`src/rtl/core/pofs_pkg.sv`:
```
// ----------------------------------------------------------------------------
// pofs_pkg
// shared types, codes and constants of the oscillator force stencil
// ----------------------------------------------------------------------------
package pofs_pkg;

    // default store geometry
    localparam int DEF_MAX_SLICES = 64;
    localparam int DEF_MAX_SITES  = 64;

    // command queue and result queue depths
    localparam int OP_QUEUE_DEPTH  = 4;
    localparam int RESULT_DEPTH    = 4;

    // configuration register indexes
    localparam logic [2:0] REG_OMEGA     = 3'd0;
    localparam logic [2:0] REG_INV_OMEGA = 3'd1;
    localparam logic [2:0] REG_SITES     = 3'd2;
    localparam logic [2:0] REG_SLICES    = 3'd3;
    localparam logic [2:0] REG_CLEAR     = 3'd4;

    // input commands
    localparam logic CMD_LOAD = 1'b0;
    localparam logic CMD_EMIT = 1'b1;

    // fraction bits of omega and inv_omega
    localparam int COEF_FRAC = 24;

    // reset values
    localparam logic [31:0] COEF_ONE = 32'h0100_0000;

    // arithmetic settings seen by the back end
    typedef struct packed {
        logic [31:0] omega;
        logic [31:0] inv_omega;
        logic        clear;
    } pofs_cfg_t;

    // address width for a store of the given depth
    function automatic int pos_width(input int depth);
        pos_width = (depth > 1) ? $clog2(depth) : 1;
    endfunction

    // width of one queued operation: command, last, three addresses, two values
    function automatic int op_width(input int depth);
        op_width = 2 + 3 * pos_width(depth) + 64;
    endfunction

endpackage

```
`src/rtl/core/pofs_queue.sv`:
```
// ----------------------------------------------------------------------------
// pofs_queue
// small register queue used between front and back and on the result side
// ----------------------------------------------------------------------------
module pofs_queue
    import pofs_pkg::*;
#(
    parameter int WIDTH = 8,
    parameter int DEPTH = 4
) (
    input  logic             aclk,
    input  logic             aresetn,
    input  logic             push,
    input  logic [WIDTH-1:0] push_data,
    output logic             full,
    input  logic             pop,
    output logic [WIDTH-1:0] pop_data,
    output logic             empty
);

    localparam int PTR_W = (DEPTH > 1) ? $clog2(DEPTH) : 1;
    localparam int CNT_W = $clog2(DEPTH + 1);

    logic [WIDTH-1:0] slot_reg [DEPTH];
    logic [PTR_W-1:0] wr_ptr_reg, wr_ptr_next;
    logic [PTR_W-1:0] rd_ptr_reg, rd_ptr_next;
    logic [CNT_W-1:0] count_reg, count_next;
    logic             do_push, do_pop;

    assign full     = (count_reg == CNT_W'(DEPTH));
    assign empty    = (count_reg == '0);
    assign pop_data = slot_reg[rd_ptr_reg];
    assign do_push  = push && !full;
    assign do_pop   = pop && !empty;

    always_comb begin
        wr_ptr_next = wr_ptr_reg;
        rd_ptr_next = rd_ptr_reg;
        count_next  = count_reg;
        if (do_push) begin
            wr_ptr_next = (wr_ptr_reg == PTR_W'(DEPTH - 1)) ? '0 : wr_ptr_reg + 1'b1;
        end
        if (do_pop) begin
            rd_ptr_next = (rd_ptr_reg == PTR_W'(DEPTH - 1)) ? '0 : rd_ptr_reg + 1'b1;
        end
        if (do_push && !do_pop) begin
            count_next = count_reg + 1'b1;
        end else if (do_pop && !do_push) begin
            count_next = count_reg - 1'b1;
        end
    end

    always_ff @(posedge aclk) begin
        if (!aresetn) begin
            wr_ptr_reg <= '0;
            rd_ptr_reg <= '0;
            count_reg  <= '0;
        end else begin
            wr_ptr_reg <= wr_ptr_next;
            rd_ptr_reg <= rd_ptr_next;
            count_reg  <= count_next;
        end
    end

    always_ff @(posedge aclk) begin
        if (do_push) begin
            slot_reg[wr_ptr_reg] <= push_data;
        end
    end

endmodule

```
`config.mk`:
```
export PLATFORM = sky130hd
export DESIGN_NAME = pofs_queue
export DESIGN_NICKNAME = d
export VERILOG_FILES = /design/src/rtl/core/pofs_pkg.sv /design/src/rtl/core/pofs_queue.sv
export SDC_FILE = /design/constraint.sdc
export NUM_CORES = 1
export LEC_CHECK = 0
export ABC_AREA = 1
export BUFFER_PORTS_ARGS = -buffer_cell sky130_fd_sc_hd__buf_4
export CAP_MARGIN = 20
export CORE_MARGIN = 2
export CORE_UTILIZATION = 45
export CTS_CLUSTER_DIAMETER = 100
export CTS_CLUSTER_SIZE = 25
export DETAILED_ROUTE_END_ITERATION = 6
export PLACE_DENSITY = 0.71
export REMOVE_ABC_BUFFERS = 1
export SLEW_MARGIN = 10
export SYNTH_ARGS = -nofsm -noshare
export SYNTH_HDL_FRONTEND = slang
export SYNTH_SLANG_ARGS = --single-unit
```
`constraint.sdc`:
```
create_clock -name aclk -period 1.6 [get_ports aclk]
set_input_delay 0.32 -clock aclk [delete_from_list [all_inputs] [get_ports aclk]]
set_output_delay 0.32 -clock aclk [all_outputs]
set_load 0.05 [all_outputs]
```
==> metrics.md <==
| Metric | Value |
|---|---|
| Synth area leader | edfxtp_1 |
| Final Hold Fails | 0 |
| Final #Nets | 207 |
| N_diodes | 0 |
| Max-capacitance violation count | 0 |
| Final instance area | 2200 µm² |
| Pins over their slew limit | 0 |
| Root buf cell | clkbuf_8 |
| Minimum clock period | 1.62 ns |
| Clock-pin slew on the worst setup and hold paths | 0.08 ns |
| Post-Syn Area | 1690 µm² |
| CTS Sinks | 41 |
| Max clock buf depth | 2 |
| Fmax | 618 MHz |
| Async SR Flop Fraction | 0% |
| Avg Cell Area, Syn | 11.4 µm² |
| # rows | 22 |
| Post-Syn Instances | 148 |
| Fin crit share | 101% |
| Post-Route Setup TNS | -0.0187 ns |
| Sequential share of the synthesized area | 67.4% |
| Top cell type's share of synthesized area | 56.8% |
| CP Launch Type | flop |
| Main flop type after synthesis | edfxtp_1 |
| Gr usage total | 16.7% |
| Synth cell types | 18 |
| WP data arrival | 1.80 ns |
| Slew headroom | 88.6% |
| CP endpoint kind | flop |
| Worst Tran Pin Value | 0.169 ns |
| Placer Congestion | 0.745 |
| R2r setup slk | -0.02 ns |
| Vias post-DR | 1,142 |
| Starting Density | 46.6% |
| RSZ-0062 raised after global routing | true |
| #FFs+latches synth | 41 |
| Synth-to-layout area growth | 30.0% |
| FF-to-FF path depth | 9 |
| CP Max Fanout | 2 |
| Fillers | 324 |
| Min-delay worst type | primary input to flop |
| Vias in the first global route | 1,134 |
| Core area | 3630 µm² |
| Synth Warn # | 0 |
| Remaining antenna violation count | 0 |
| DP HPWL | 2190 µm |
| Via density | 4.82 |
| CTS tree | built |
| # setup viols final | 1 |
| Worst vdd ir | 1.44 mV |
| Status | finished with violations |
| # IOs | 22 |
| H-tree depth | 2 |
| Pwr Total | 4.08 mW |
| Ratio of cells with drive above 1 in the final layout | 38.6% |
| Min setup slack post-route | -0.0187 ns |
| Largest register FFs | 32 |
| Most frequent cell after synthesis | nor2_1 |
| Die ar. | 4270 µm² |
| Worst Skew | 0.00551 ns |
| WS Path Type | flop to flop |
| Die Ht | 65.3 µm |
| Synth area leaders | edfxtp_1, dfxtp_1, nor2_1, ha_1, o21ai_0 |
| Most instantiated cells after synthesis | nor2_1, edfxtp_1, inv_1 |
| Pwr Density | 1860 nW/µm² |
| Gr ovfl total | 0 |
| Number of DRC markers in iteration 0 | 81 |
| Detailed-router iteration count before antenna repair | 4 |
| Port Buffers | 21 |
| First-pass GRT wire length | 5240 µm |
| Drt drc | 0 |
| Largest net degree at the start of global routing | 17 |
| Hold depth | 1 |
| Failing checks | setup timing |
| Die W | 65.3 µm |
| Post-Route WL | 3210 µm |
| Initial antenna violation count | 0 |
| Leak | 0.886 nW |
| Routed len/inst | 13.5 µm |
| Clock latency at the later pin of the worst-skew pair | 0.29 ns |
| Placed instance area | 1980 µm² |
| Total CTS buffers | 5 |
| Post-synth EDFFs | 32 |
| Worst EP required | 1.78 ns |
## placed cells by master, fill, tap and decap left out
master,Yosys,routed
o21ai_2,3,10
buf_12,0,1
o22ai_2,0,2
nand3_1,1,1
ha_1,6,5
nand4_1,1,1
fa_2,0,1
nor2_4,0,1
buf_4,0,30
clkinv_2,0,2
inv_4,0,2
nand2_1,14,9
dfxtp_1,9,5
clkinvlp_4,0,1
ha_4,0,1
clkbuf_8,0,5
o21ai_1,1,2
o22ai_1,8,6
nor2_1,33,32
nand2_2,1,6
buf_6,2,4
inv_2,1,2
dfxtp_2,0,2
inv_6,0,1
dfxtp_4,0,2
nand3b_1,1,1
o21ai_0,14,6
a21oi_1,2,2
edfxtp_1,32,32
inv_1,18,14
## layer usage
layer,GRT usage (%),vias up,wire (µm)
met5,0,-,0
met4,5.99,0,20
met3,5.48,2,178
met2,29.8,27,1750
met1,18.6,531,1260
li1,-,582,-
## logic make-up (layout without fill, tap and decap cells)
group	count (synthesis)	count (layout)	share of synthesized area (%)
DFF	41	41	67.4
and+or+nand+nor	51	51	11.9
AOI/OAI and AO/OA	28	28	9.53
buffers and inverters	21	62	5.54
adders and majority gates	7	7	5.62
## metrics by stage
stage          hold WS (ns)  util (%)  instances  setup WS (ns)
2_1_floorplan         0.419         -        146         -0.226
3_3_place_gp          0.515      54.4        227        0.00282
3_5_place_dp          0.522      54.4        227        -0.0957
4_1_cts               0.222      58.8        236        -0.0212
5_1_grt               0.218      60.6        237        -0.0798
6_report              0.228      60.6        237        -0.0187
## what timing repair did
action / in CTS / in global routing
endpoints found under the setup margin: 10 / 10
buffers inserted: 1 / 1
pin swaps: 8 / 12
resized for setup: 25 / 20
hold buffers: 0 / 0
## worst paths after layout
| check | start | end |
|---|---|---|
| worst max-delay path | count_reg[1] | count_reg[1] |
| worst min-delay path | push_data[4] | slot_reg[1][4] |
| worst min register to register | wr_ptr_reg[1] | wr_ptr_reg[1] |
| worst max register to register | count_reg[1] | count_reg[1] |
## where the power goes
| group | internal (mW) | switching [mW] |
|---|---|---|
| sequential | 1.34 | 0.118 |
| clock | 0.301 | 0.339 |
| combinational | 0.746 | 1.24 |
## critical path, cell delays in order (launching register included)
cell	delay [ns]
dfxtp_2	0.34
nor2_4	0.13
nand2_2	0.07
nand2_2	0.08
inv_2	0.05
ha_4	0.16
inv_4	0.05
fa_2	0.43
o21ai_2	0.14
nor2_1	0.06
## cell type report
class | instances | area, µm² | share of cell area [%]
multi-input cells | 86 | 532 | 24.2
well taps | 48 | 60.1 | 2.73
flip-flops and latches | 41 | 1150 | 52.3
clock inverters | 3 | 17.5 | 0.796
clock buffers | 5 | 68.8 | 3.13
repair buffers | 35 | 290 | 13.2
inverters | 19 | 81.3 | 3.70
Power figures use the tool's default switching activity.
