==> src/rtl/core/pofs_pkg.sv <==
// ----------------------------------------------------------------------------
// pofs_pkg
// shared types, codes and constants of the oscillator force stencil
// ----------------------------------------------------------------------------
package pofs_pkg;

    // default store geometry
    localparam int DEF_MAX_SLICES = 64;
    localparam int DEF_MAX_SITES  = 64;

    // command queue and result queue depths
    localparam int OP_QUEUE_DEPTH  = 4;
    localparam int RESULT_DEPTH    = 4;

    // configuration register indexes
    localparam logic [2:0] REG_OMEGA     = 3'd0;
    localparam logic [2:0] REG_INV_OMEGA = 3'd1;
    localparam logic [2:0] REG_SITES     = 3'd2;
    localparam logic [2:0] REG_SLICES    = 3'd3;
    localparam logic [2:0] REG_CLEAR     = 3'd4;

    // input commands
    localparam logic CMD_LOAD = 1'b0;
    localparam logic CMD_EMIT = 1'b1;

    // fraction bits of omega and inv_omega
    localparam int COEF_FRAC = 24;

    // reset values
    localparam logic [31:0] COEF_ONE = 32'h0100_0000;

    // arithmetic settings seen by the back end
    typedef struct packed {
        logic [31:0] omega;
        logic [31:0] inv_omega;
        logic        clear;
    } pofs_cfg_t;

    // address width for a store of the given depth
    function automatic int pos_width(input int depth);
        pos_width = (depth > 1) ? $clog2(depth) : 1;
    endfunction

    // width of one queued operation: command, last, three addresses, two values
    function automatic int op_width(input int depth);
        op_width = 2 + 3 * pos_width(depth) + 64;
    endfunction

endpackage

==> src/rtl/core/pofs_front.sv <==
// ----------------------------------------------------------------------------
// pofs_front
// config registers, item intake and stencil address generation
// ----------------------------------------------------------------------------
module pofs_front
    import pofs_pkg::*;
#(
    parameter int MAX_SLICES = DEF_MAX_SLICES,
    parameter int MAX_SITES  = DEF_MAX_SITES
) (
    input  logic                                       aclk,
    input  logic                                       aresetn,
    input  logic                                       cfg_valid,
    output logic                                       cfg_ready,
    input  logic [2:0]                                 cfg_index,
    input  logic [31:0]                                cfg_data,
    input  logic                                       s_valid,
    output logic                                       s_ready,
    input  logic                                       s_command,
    input  logic signed [31:0]                         s_x_value,
    input  logic signed [31:0]                         s_force_in,
    output pofs_cfg_t                                  arith_cfg,
    output logic                                       op_push,
    output logic [op_width(MAX_SLICES*MAX_SITES)-1:0]  op_data,
    input  logic                                       op_full
);

    localparam int DEPTH    = MAX_SLICES * MAX_SITES;
    localparam int POS_W    = pos_width(DEPTH);
    localparam int SITE_CW  = $clog2(MAX_SITES + 1);
    localparam int SLICE_CW = $clog2(MAX_SLICES + 1);
    localparam int POS_CW   = SITE_CW + SLICE_CW;

    logic [31:0]         omega_reg, inv_omega_reg;
    logic [6:0]          sites_reg, slices_reg;
    logic                clear_reg;

    logic [POS_W-1:0]    load_pos_reg, load_pos_next;
    logic [POS_W-1:0]    emit_pos_reg, emit_pos_next;
    logic [SITE_CW-1:0]  emit_site_reg, emit_site_next;
    logic [SLICE_CW-1:0] emit_tau_reg, emit_tau_next;

    logic [SITE_CW-1:0]  eff_ns;
    logic [SLICE_CW-1:0] eff_nt;
    logic [POS_CW-1:0]   total, wrap_off, emit_ext, load_ext;
    logic [POS_CW-1:0]   nxt_full, prv_full;
    logic                emit_last, load_last;
    logic                s_accept, cfg_write, size_write;

    assign cfg_ready  = 1'b1;
    assign cfg_write  = cfg_valid && cfg_ready;
    assign size_write = cfg_write && (cfg_index == REG_SITES || cfg_index == REG_SLICES);
    assign s_ready    = !op_full;
    assign s_accept   = s_valid && s_ready;

    assign arith_cfg.omega     = omega_reg;
    assign arith_cfg.inv_omega = inv_omega_reg;
    assign arith_cfg.clear     = clear_reg;

    // clamp sizes into the store geometry
    always_comb begin
        if (sites_reg == '0) begin
            eff_ns = SITE_CW'(1);
        end else if (int'(sites_reg) > MAX_SITES) begin
            eff_ns = SITE_CW'(MAX_SITES);
        end else begin
            eff_ns = SITE_CW'(sites_reg);
        end
        if (slices_reg == '0) begin
            eff_nt = SLICE_CW'(1);
        end else if (int'(slices_reg) > MAX_SLICES) begin
            eff_nt = SLICE_CW'(MAX_SLICES);
        end else begin
            eff_nt = SLICE_CW'(slices_reg);
        end
    end

    assign total    = POS_CW'(eff_ns) * POS_CW'(eff_nt);
    assign wrap_off = total - POS_CW'(eff_ns);
    assign emit_ext = POS_CW'(emit_pos_reg);
    assign load_ext = POS_CW'(load_pos_reg);

    // neighbors in time, wrapping at the first and last slice
    assign nxt_full  = (emit_tau_reg == eff_nt - 1'b1) ? emit_ext - wrap_off
                                                      : emit_ext + POS_CW'(eff_ns);
    assign prv_full  = (emit_tau_reg == '0) ? emit_ext + wrap_off
                                            : emit_ext - POS_CW'(eff_ns);
    assign emit_last = (emit_ext + 1'b1 == total);
    assign load_last = (load_ext + 1'b1 == total);

    assign op_push = s_accept;
    always_comb begin
        if (s_command == CMD_LOAD) begin
            op_data = {CMD_LOAD, 1'b0, load_pos_reg, load_pos_reg, load_pos_reg,
                       s_x_value, s_force_in};
        end else begin
            op_data = {CMD_EMIT, emit_last, emit_pos_reg, nxt_full[POS_W-1:0],
                       prv_full[POS_W-1:0], s_x_value, s_force_in};
        end
    end

    always_comb begin
        load_pos_next  = load_pos_reg;
        emit_pos_next  = emit_pos_reg;
        emit_site_next = emit_site_reg;
        emit_tau_next  = emit_tau_reg;
        if (size_write) begin
            load_pos_next  = '0;
            emit_pos_next  = '0;
            emit_site_next = '0;
            emit_tau_next  = '0;
        end else if (s_accept) begin
            if (s_command == CMD_LOAD) begin
                load_pos_next = load_last ? '0 : load_pos_reg + 1'b1;
            end else if (emit_last) begin
                emit_pos_next  = '0;
                emit_site_next = '0;
                emit_tau_next  = '0;
            end else begin
                emit_pos_next = emit_pos_reg + 1'b1;
                if (emit_site_reg + 1'b1 == eff_ns) begin
                    emit_site_next = '0;
                    emit_tau_next  = emit_tau_reg + 1'b1;
                end else begin
                    emit_site_next = emit_site_reg + 1'b1;
                end
            end
        end
    end

    always_ff @(posedge aclk) begin
        if (!aresetn) begin
            omega_reg     <= COEF_ONE;
            inv_omega_reg <= COEF_ONE;
            sites_reg     <= 7'd1;
            slices_reg    <= 7'd1;
            clear_reg     <= 1'b1;
            load_pos_reg  <= '0;
            emit_pos_reg  <= '0;
            emit_site_reg <= '0;
            emit_tau_reg  <= '0;
        end else begin
            if (cfg_write) begin
                case (cfg_index)
                    REG_OMEGA:     omega_reg     <= cfg_data;
                    REG_INV_OMEGA: inv_omega_reg <= cfg_data;
                    REG_SITES:     sites_reg     <= cfg_data[6:0];
                    REG_SLICES:    slices_reg    <= cfg_data[6:0];
                    REG_CLEAR:     clear_reg     <= cfg_data[0];
                    default: ;
                endcase
            end
            load_pos_reg  <= load_pos_next;
            emit_pos_reg  <= emit_pos_next;
            emit_site_reg <= emit_site_next;
            emit_tau_reg  <= emit_tau_next;
        end
    end

endmodule

==> config.mk <==
export PLATFORM = sky130hd
export DESIGN_NAME = pofs_front
export DESIGN_NICKNAME = d
export VERILOG_FILES = /design/src/rtl/core/pofs_pkg.sv /design/src/rtl/core/pofs_front.sv
export SDC_FILE = /design/constraint.sdc
export NUM_CORES = 1
export LEC_CHECK = 0
export ABC_AREA = 1
export BUFFER_PORTS_ARGS = -buffer_cell sky130_fd_sc_hd__buf_2
export CAP_MARGIN = 15
export CORE_ASPECT_RATIO = 1.2
export CORE_MARGIN = 4
export CORE_UTILIZATION = 56
export CTS_BUF_LIST = sky130_fd_sc_hd__clkbuf_2 sky130_fd_sc_hd__clkbuf_4 sky130_fd_sc_hd__clkbuf_8
export CTS_CLUSTER_DIAMETER = 30
export DETAILED_ROUTE_END_ITERATION = 10
export PLACE_DENSITY = 0.93
export SLEW_MARGIN = 20
export SYNTH_ARGS = -nofsm -noshare
export SYNTH_HDL_FRONTEND = slang
export SYNTH_SLANG_ARGS = --single-unit
export TNS_END_PERCENT = 30
==> constraint.sdc <==
create_clock -name aclk -period 12.1 [get_ports aclk]
set_clock_uncertainty 0.15 [all_clocks]
set_input_delay 2.42 -clock aclk [delete_from_list [all_inputs] [get_ports aclk]]
set_output_delay 2.42 -clock aclk [all_outputs]
set_load 0.05 [all_outputs]
==> out/metrics.yaml, run 1 <==
timing:
  worst_pin_slew_ps: 1090
  slew_violations: 0
  period_share_pct: 82.3
  fmax_ghz: 0.100
  fin_setup_tns_ps: 0
  rsz0062_at_grt: "no"
  max-slew-margin-rel_pct: 27.1
  fin_crit_ps: 9960
  setup_ws_ps: 2140
  hold_viol: 0
  setup_violations: 0
grt:
  grt_pass1_wl_um: 46800
  grt_antenna_before_repair: 0
  gr-usage-all-layers_pct: 28.2
  grt_max_degree: 80
  grt_pass1_vias: 10300
  grt-ovfl-total: 0
placed_design:
  dp_slack_ps: 2710
  hpwl_um: 21800
  placed_area_um2: 10400
  place_congestion: 0.986
  place_inst: 1805
  port_buffers: 145
synthesis:
  syn_area_per_cell_um2: 6.49
  async_flop_share_pct: 0
  syn_nets: 1744
  syn_inst: 1545
  ys.flop_type: "dfxtp_1"
  ys.warnings.count: 0
  seq_area_frac_synth_pct: 23.4
  post_synth_instance_area_um2: 10000
  yosysUniqueCellTypes: 44
  synth_edf_count: 0
  ys_ff_latch: 117
cts:
  cts_setup_buffers: 0
  clock_tree.buffer_depth: 2
  cts_max_level: 4
  cts_tree: "yes"
  clk_pin_slew_ps: 80
  cts.sinks: 117
  cts-root-buf: "clkbuf_8"
  hold_buffers: 0
  insertion_delay_ps: 450
  post_cts_resize_count: 0
  numCtsBuffers: 17
power:
  combPwrFrac_pct: 34.9
  worst_ir_drop_vdd_uv: 123
  sw_frac_of_total_pct: 42.3
  powerDensity_nw_per_um2: 109
  clockPowerShare_pct: 30.8
  internal-power_w: 0.000678
  power_leakage_nw: 5.53
  seq_power_share_pct: 34.2
  power.switching_w: 0.000497
routing:
  drtAntennaViolNets: 0
  drc: 0
  wl_per_cell_um: 15.4
  vias_per_cell: 5.70
  vias: 10500
  wirelength_um: 28300
  first_pass_iters: 8
  drt_iter0_drc: 617
critical_path:
  cp-start-kind: "register"
  crit_required_ps: 9530
  crit_arrival_ps: 7390
  crit_path_end_kind: "primary output"
  cpMaxStageDelayCell: "fa_1"
  crit_top_cell: "nand2_1"
  cp_max_fo: 9
  max_stage_delay_ps: 540
  worstSetupPathType: "reg -> out"
floorplanning:
  initial_utilization_pct: 57.0
  die_h_um: 155
  num_io_pins: 275
  coreArea_um2: 17600
  die-area_um2: 20100
  fp.dieW_um: 130
  rows: 53
layout:
  design_area_um2: 10800
  synthToLayoutAreaGrowth_pct: 7.30
  fin_cells: 1837
  nNetsFinal: 1803
  final_util_pct: 61.2
  register_area_um2: 2340
  layout-drive-gt1-share_pct: 14.0
  multi_input_area_um2: 6330
  nFillCells: 1557
  num_antenna_cells: 0
hold_path:
  min_path_type: "reg -> reg"
run_status:
  status: "finished, final reports clean"
run:
  drv_cap: 0
-- Yosys cell counts, types with 2 or more instances --
master	instances	area, um^2
nand3_2	3	30.0
o21ai_0	117	586
a31oi_1	3	18.8
ha_1	67	838
o21bai_1	5	37.5
nand3_1	92	460
inv_1	162	608
buf_4	72	541
clkbuf_1	29	109
nor2_1	237	890
xor2_1	34	298
or2_2	5	31.3
nor4_1	4	25.0
fa_1	27	541
nand2_1	350	1310
nor2_4	4	45.0
buf_1	3	11.3
xnor2_1	15	131
a21oi_1	69	345
nor3_2	2	20.0
clkinv_1	5	18.8
o21ai_1	10	50.1
inv_2	12	45.0
nand2_2	11	68.8
nand4_1	32	200
o31ai_1	5	37.5
buf_2	4	20.0
dfxtp_1	117	2340
nand3b_1	10	75.1
nor3_1	15	75.1
nor2_2	5	31.3
o211ai_1	2	15.0
o2111ai_1	3	26.3
mux2i_1	4	40.0
-- layer usage --
metal	global-route usage (%)	up-vias	wire length, um
li1	-	5014	-
met1	31.1	4805	10500
met2	48.6	508	14000
met3	6.32	146	2220
met4	16.8	0	1670
met5	0	-	0
-- layout by cell type, fill, tap and decap left out, drive strengths merged --
| cell type | count |
|---|---|
| nand2 | 362 |
| nor2 | 246 |
| inv | 181 |
| buf | 148 |
| o21ai | 127 |
| dfxtp | 117 |
| nand3 | 96 |
| a21oi | 70 |
| ha | 67 |
| xor2 | 35 |
| nand4 | 32 |
| fa | 27 |
| clkbuf | 18 |
| nor3 | 17 |
| xnor2 | 15 |
| nand3b | 10 |
| clkinv | 8 |
| or2 | 7 |
| o31ai | 5 |
| o21bai | 5 |
| mux2i | 4 |
| nor4 | 4 |
| a31oi | 3 |
| o2111ai | 3 |
| clkinvlp | 3 |
| o211ai | 2 |
| a211oi | 1 |
| a21o | 1 |
| and3 | 1 |
| conb | 1 |
| bufinv | 1 |
-- power by group through the flow --
stage | combinational [W] | sequential (W) | clock (W)
after floorplan | 0.000345 | 0.000435 | 0
after global placement | 0.000397 | 0.000410 | 0
after detailed placement | 0.000404 | 0.000411 | 0
after CTS | 0.000406 | 0.000402 | 0.000361
after global routing | 0.000450 | 0.000404 | 0.000380
final | 0.000411 | 0.000402 | 0.000362
-- kinds of logic (layout without fill, tap and decap cells) --
family	count (synthesis)	after routing	share of synthesized area (%)
multiplexers	4	4	0.399
adder cells (fa/ha/maj)	94	94	13.8
AO/OA/AOI/OAI	217	217	11.4
AND/OR/NAND/NOR	775	775	33.1
XOR/XNOR	50	50	4.44
buffers and inverters	287	359	13.5
other	1	1	0.0374
flip-flops	117	117	23.4
-- worst paths after layout --
check                    start                end  slack (ps)  depth (start not counted)
max               sites_reg[6]        op_data[75]        2140                         32
min          inv_omega_reg[24]  inv_omega_reg[24]         320                          2
max reg2reg       sites_reg[6]    emit_tau_reg[5]        6090                         27
min reg2reg  inv_omega_reg[24]  inv_omega_reg[24]         320                          2
-- through the flow --
stage / hold WS, ps / total power (W)
after floorplan: 291 / 0.000781
after detailed placement: 302 / 0.000814
final: 320 / 0.00118
after global routing: 354 / 0.00123
after global placement: 287 / 0.000807
after CTS: 321 / 0.00117
-- critical path, delay by kind of cell, from the launching register on --
family / cells / cell delay (ps)
adders and majority gates: 7 / 3130
and+or+nand+nor: 15 / 1900
buffers and inverters: 6 / 740
DFF: 1 / 530
AOI/OAI and AO/OA: 3 / 460
xor gates and xnor gates: 1 / 170
-- layout make-up --
cell class,instances,share of cell area (%)
Clock buffer,18,2.25
Multi-Input combinational cell,1141,58.9
Clock inverter,14,1.31
Inverter,179,6.25
Timing Repair Buffer,148,6.96
Sequential cell,117,21.8
Tap cell,220,2.56
Power figures use the tool's default switching activity.
==> inputs of run 2 (changes only) <==
- CORE_UTILIZATION: 56 -> 55
- PLACE_DENSITY: 0.93 -> 0.91
- clock period: 12.1 -> 9.69 ns (I/O delays scaled with it)
==> out/metrics.yaml, run 2 (synthesis gave the netlist of run 1 again) <==
routing:
  vias_per_cell: 5.62  # -1.5%
  drt-met1-wl_um: 10600  # +1.2%
  wl_per_cell_um: 15.3  # -0.85%
  routed.top_layer: "met4"
  vias: 10300  # -1.4%
  drtAntennaViolNets: 0  # unchanged
  drc: 0  # unchanged
  drt_iter0_drc: 741  # +20%
  route.met3.wl_um: 2050  # -7.5%
  first_pass_iters: 8  # unchanged
  dr_wl_met2_um: 14000  # about the same
  wirelength_um: 28100  # -0.74%
grt:
  grt_pass1_vias: 9772  # -5.0%
  gr-usage-all-layers_pct: 26.9  # -1.3 points
  grt_antenna_before_repair: 0  # unchanged
  grt_pass1_wl_um: 45900  # -2.0%
  grt-ovfl-total: 0  # unchanged
  grt_max_degree: 80  # unchanged
layout:
  synthToLayoutAreaGrowth_pct: 8.29
  final_util_pct: 61.3  # +0.10 points
  nFillCells: 1580  # +1.5%
  final_common_cell: "nand2_1"
  num_antenna_cells: 0  # unchanged
  final_cell_mix: "nand2_1, nor2_1, inv_1"
  layout-drive-gt1-share_pct: 15.2  # +1.2 points
  nNetsFinal: 1805  # +0.11%
power:
  finalPower_w: 0.00146  # +24%
  clockPowerShare_pct: 29.9  # -0.9 points
  internal-power_w: 0.000836  # +23%
  sw_frac_of_total_pct: 42.8  # +0.44 points
  powerDensity_nw_per_um2: 135  # +23%
  power.switching_w: 0.000624  # +26%
  worst_ir_drop_vdd_uv: 126  # +2.2%
  power_leakage_nw: 5.54  # +0.21%
  combPwrFrac_pct: 35.7  # +0.8 points
  seq_power_share_pct: 34.4  # +0.2 points
floorplanning:
  initial_utilization_pct: 56.6  # -0.43 points
  fp.dieW_um: 131  # +0.85%
  rows: 53  # unchanged
  coreArea_um2: 17700  # +0.75%
  die-area_um2: 20500  # +1.7%
  num_io_pins: 275  # unchanged
  die_h_um: 156  # +0.86%
cts:
  cts-root-buf: "clkbuf_8"
  clk_pin_slew_ps: 70  # about the same
  hold_buffers: 0  # unchanged
  numCtsBuffers: 17  # unchanged
  clock_tree.buffer_depth: 2  # unchanged
  cts.sinks: 117  # unchanged
  cts_tree: "yes"
  cts_max_level: 4  # unchanged
  insertion_delay_ps: 440  # about the same
critical_path:
  crit_top_cell: "nand2_1"
  critPathBufInv: 6  # unchanged
  cp-start-kind: "register"
  crit_family: "adder cells"
  crit_arrival_ps: 7140  # -250 ps
  cp_max_fo: 9  # unchanged
  max_stage_delay_ps: 570  # +30 ps
  cpMaxStageDelayCell: "fa_1"
  worstSetupPathType: "reg -> out"
  crit_path_end_kind: "primary output"
  crit_required_ps: 7600  # -1930 ps
placed_design:
  port_buffers: 145  # unchanged
  place_congestion: 1.00  # +1.4%
  hpwl_um: 21900  # +0.37%
timing:
  slew_violations: 0  # unchanged
  fin_crit_ps: 9230
  hold_viol: 0  # unchanged
  rsz0062_at_grt: "no"
  setup_violations: 0  # unchanged
  period_share_pct: 95.2
  fin_setup_tns_ps: 0  # unchanged
  fmax_ghz: 0.108
  max-slew-margin-rel_pct: 31.4  # +4.3 points
  worst_pin_slew_ps: 1020  # -67.5 ps
run_status:
  status: "finished, final reports clean"
hold_path:
  min_path_type: "reg -> reg"
run:
  drv_cap: 0  # unchanged
[run 2: per-layer routing]
layer	up-vias	global-route usage, %
met1	4741	29.9
met4	0	14.2
met5	-	0
met2	458	48.5
met3	111	5.81
li1	5021	-
[run 2: power groups by stage]
| stage | Clock [W] | Combinational [W] | Sequential [W] |
|---|---|---|---|
| after floorplan | 0 | 0.000431 | 0.000543 |
| after global placement | 0 | 0.000498 | 0.000512 |
| after detailed placement | 0 | 0.000506 | 0.000513 |
| after CTS | 0.000440 | 0.000508 | 0.000502 |
| after global routing | 0.000464 | 0.000569 | 0.000504 |
| final | 0.000437 | 0.000521 | 0.000503 |
[run 2: final timing paths]
check / from / to / slack, ps / cells past startpoint
hold / removal: omega_reg[8] / omega_reg[8] / 330 / 2
setup reg to reg: sites_reg[1] / emit_tau_reg[2] / 3940 / 28
hold reg to reg: omega_reg[8] / omega_reg[8] / 330 / 2
setup / recovery: sites_reg[1] / op_data[75] / 460 / 36
[run 2: area by class of cell]
cell class	count	area, um^2	area share (%)
multi-input combinational	1141	6410	59.0
sequential	117	2350	21.6
timing repair buffer	150	781	7.19
inverter	179	674	6.21
tap	220	275	2.54
clock buffer	19	255	2.35
clock inverter	13	115	1.06
[run 2: worst reg2reg max path: cells and delay by family, from the launching register on]
kind	cells	cell delay [ps]
DFF	1	390
buffers and inverters	4	290
and+or+nand+nor	19	2390
adders and majority gates	5	2440
[run 2: what timing repair did]
item	in CTS	in global routing
endpoints found under the setup margin	0	5
resized for setup	0	24
buffers inserted	0	0
[run 2: through the flow]
step           hold slack [ps]  setup WS (ps)  std cells  instance area, um^2
2_1_floorplan              291            818       1545                10000
3_3_place_gp               285            905       1806                10400
3_5_place_dp               287            740       1806                10400
4_1_cts                    327            237       1838                10800
5_1_grt                    352          0.105       1839                10900
6_report                   331            462       1839                10900
==> inputs of run 3 (changes only) <==
- MAX_ROUTING_LAYER: default -> met4
- SETUP_SLACK_MARGIN: default -> 0.1
==> out/metrics.yaml, run 3 (synthesis gave the netlist of run 1 again) <==
layout:
  num_antenna_cells: 0  # unchanged
  final_cell_mix: "nand2_1, nor2_1, inv_1"
  nNetsFinal: 1805  # unchanged
  synthToLayoutAreaGrowth_pct: 8.19  # about the same
  nFillCells: 1580  # unchanged
  layout-drive-gt1-share_pct: 15.3  # +0.062 points
  final_common_cell: "nand2_1"
routing:
  vias: 10300  # -0.039%
  wirelength_um: 28300  # +0.65%
  wl_per_cell_um: 15.4  # +0.65%
  vias_per_cell: 5.62  # about the same
  drc: 0  # unchanged
  first_pass_iters: 5  # -3
  drt_iter0_drc: 646  # -13%
  drtAntennaViolNets: 0  # unchanged
timing:
  period_share_pct: 94.9  # -0.29 points
  slew_violations: 0  # unchanged
  max-slew-margin-rel_pct: 28.6  # -2.8 points
  setup_violations: 0  # unchanged
  fin_setup_tns_ps: 0  # unchanged
  fin_crit_ps: 9200  # -28.2 ps
  rsz0062_at_grt: "no"
  hold_viol: 0  # unchanged
  fmax_ghz: 0.109  # +0.31%
  worst_pin_slew_ps: 1070  # +48.6 ps
floorplanning:
  coreArea_um2: 17700  # unchanged
  die_h_um: 156  # unchanged
  num_io_pins: 275  # unchanged
  initial_utilization_pct: 56.6  # unchanged
  rows: 53  # unchanged
  die-area_um2: 20500  # unchanged
  fp.dieW_um: 131  # unchanged
cts:
  insertion_delay_ps: 460  # +20 ps
  cts_tree: "yes"
  clock_tree.buffer_depth: 2  # unchanged
  cts_max_level: 4  # unchanged
  clk_pin_slew_ps: 90  # +20 ps
  cts-root-buf: "clkbuf_8"
  numCtsBuffers: 17  # unchanged
  cts.sinks: 117  # unchanged
grt:
  gr-usage-all-layers_pct: 27.8  # +0.86 points
  grt-ovfl-total: 0  # unchanged
  grt_pass1_vias: 9916  # +1.5%
  grt_pass1_wl_um: 45900  # +0.14%
  grt_max_degree: 80  # unchanged
  grt_antenna_before_repair: 0  # unchanged
power:
  finalPower_w: 0.00146  # +0.13%
  seq_power_share_pct: 34.4  # about the same
  internal-power_w: 0.000828  # -0.91%
  clockPowerShare_pct: 30.0  # about the same
  powerDensity_nw_per_um2: 135  # +0.22%
  power.switching_w: 0.000634  # +1.5%
  sw_frac_of_total_pct: 43.4  # +0.60 points
  power_leakage_nw: 5.52  # -0.35%
  worst_ir_drop_vdd_uv: 116  # -7.4%
  combPwrFrac_pct: 35.6  # about the same
critical_path:
  cp-start-kind: "register"
  cpMaxStageDelayCell: "fa_1"
  max_stage_delay_ps: 600  # +30 ps
  crit_arrival_ps: 7110  # -30 ps
  worstSetupPathType: "reg -> out"
  crit_top_cell: "nand2_1"
  cp_max_fo: 9  # unchanged
  crit_path_end_kind: "primary output"
  crit_required_ps: 7600  # about the same
hold_path:
  min_path_type: "reg -> reg"
run_status:
  status: "finished, final reports clean"
run:
  drv_cap: 0  # unchanged
placed_design:
  place_congestion: 0.984  # -1.6%
  hpwl_um: 22200  # +1.1%
  port_buffers: 145  # unchanged
## run 3: cell types whose count changed in the layout (fill, tap and decap cells not counted), sizes merged
cell / before / now
clkinvlp: 2 / 3
clkinv: 7 / 8
clkbuf: 21 / 19
## run 3: repair_timing
item,in CTS,in global routing
setup endpoints to repair,1,7
gates cloned,0,0
hold buffers,0,0
resized for setup,1,22
buffers inserted,0,0
## run 3: final timing paths
path / startpoint / endpoint / slack [ps] / cells after the start
setup / recovery: sites_reg[3] / op_data[75] / 490 / 34
hold / removal: inv_omega_reg[24] / inv_omega_reg[24] / 330 / 2
setup reg to reg: sites_reg[3] / emit_tau_reg[5] / 3830 / 26
hold reg to reg: inv_omega_reg[24] / inv_omega_reg[24] / 330 / 2
## run 3: power groups by stage
stage	Sequential [W]	Combinational (W)	Clock, W
global route	0.000504	0.000569	0.000461
finish	0.000503	0.000521	0.000439
detailed placement	0.000513	0.000506	0
CTS	0.000502	0.000509	0.000441
floorplan	0.000543	0.000431	0
global placement	0.000513	0.000500	0
## run 3: metrics by stage
stage	cells	util (%)	cell area (um^2)	worst slack (ps)	hold WS [ps]
4_1_cts	1839	60.8	10800	207	327
2_1_floorplan	1545	-	10000	818	291
3_5_place_dp	1807	58.7	10400	618	304
6_report	1839	61.2	10800	490	327
3_3_place_gp	1807	58.7	10400	880	288
5_1_grt	1839	61.2	10800	25.7	347
## run 3: final cells by class
| class | instances | area, um^2 | share of cell area (%) |
|---|---|---|---|
| Clock buffer | 17 | 234 | 2.16 |
| Multi-Input combinational cell | 1141 | 6410 | 59.1 |
| Inverter | 179 | 674 | 6.22 |
| Tap cell | 220 | 275 | 2.54 |
| Clock inverter | 15 | 139 | 1.28 |
| Timing Repair Buffer | 150 | 768 | 7.08 |
| Sequential cell | 117 | 2340 | 21.6 |
## run 3: worst max-delay path: cells and delay by family, from the launching register on
kind,cells,cell delay (ps)
compound gates,3,420
xor+xnor,1,160
fa+ha+maj,7,3050
buf+inv,5,520
flops,1,390
simple gates,18,2070
## run 3: metal layers
metal / GRT usage, % / routed length (um)
met1: 30.1 / 10800
met3: 4.87 / 1830
met4: 15.0 / 1390
met5: - / 0
met2: 48.8 / 14300
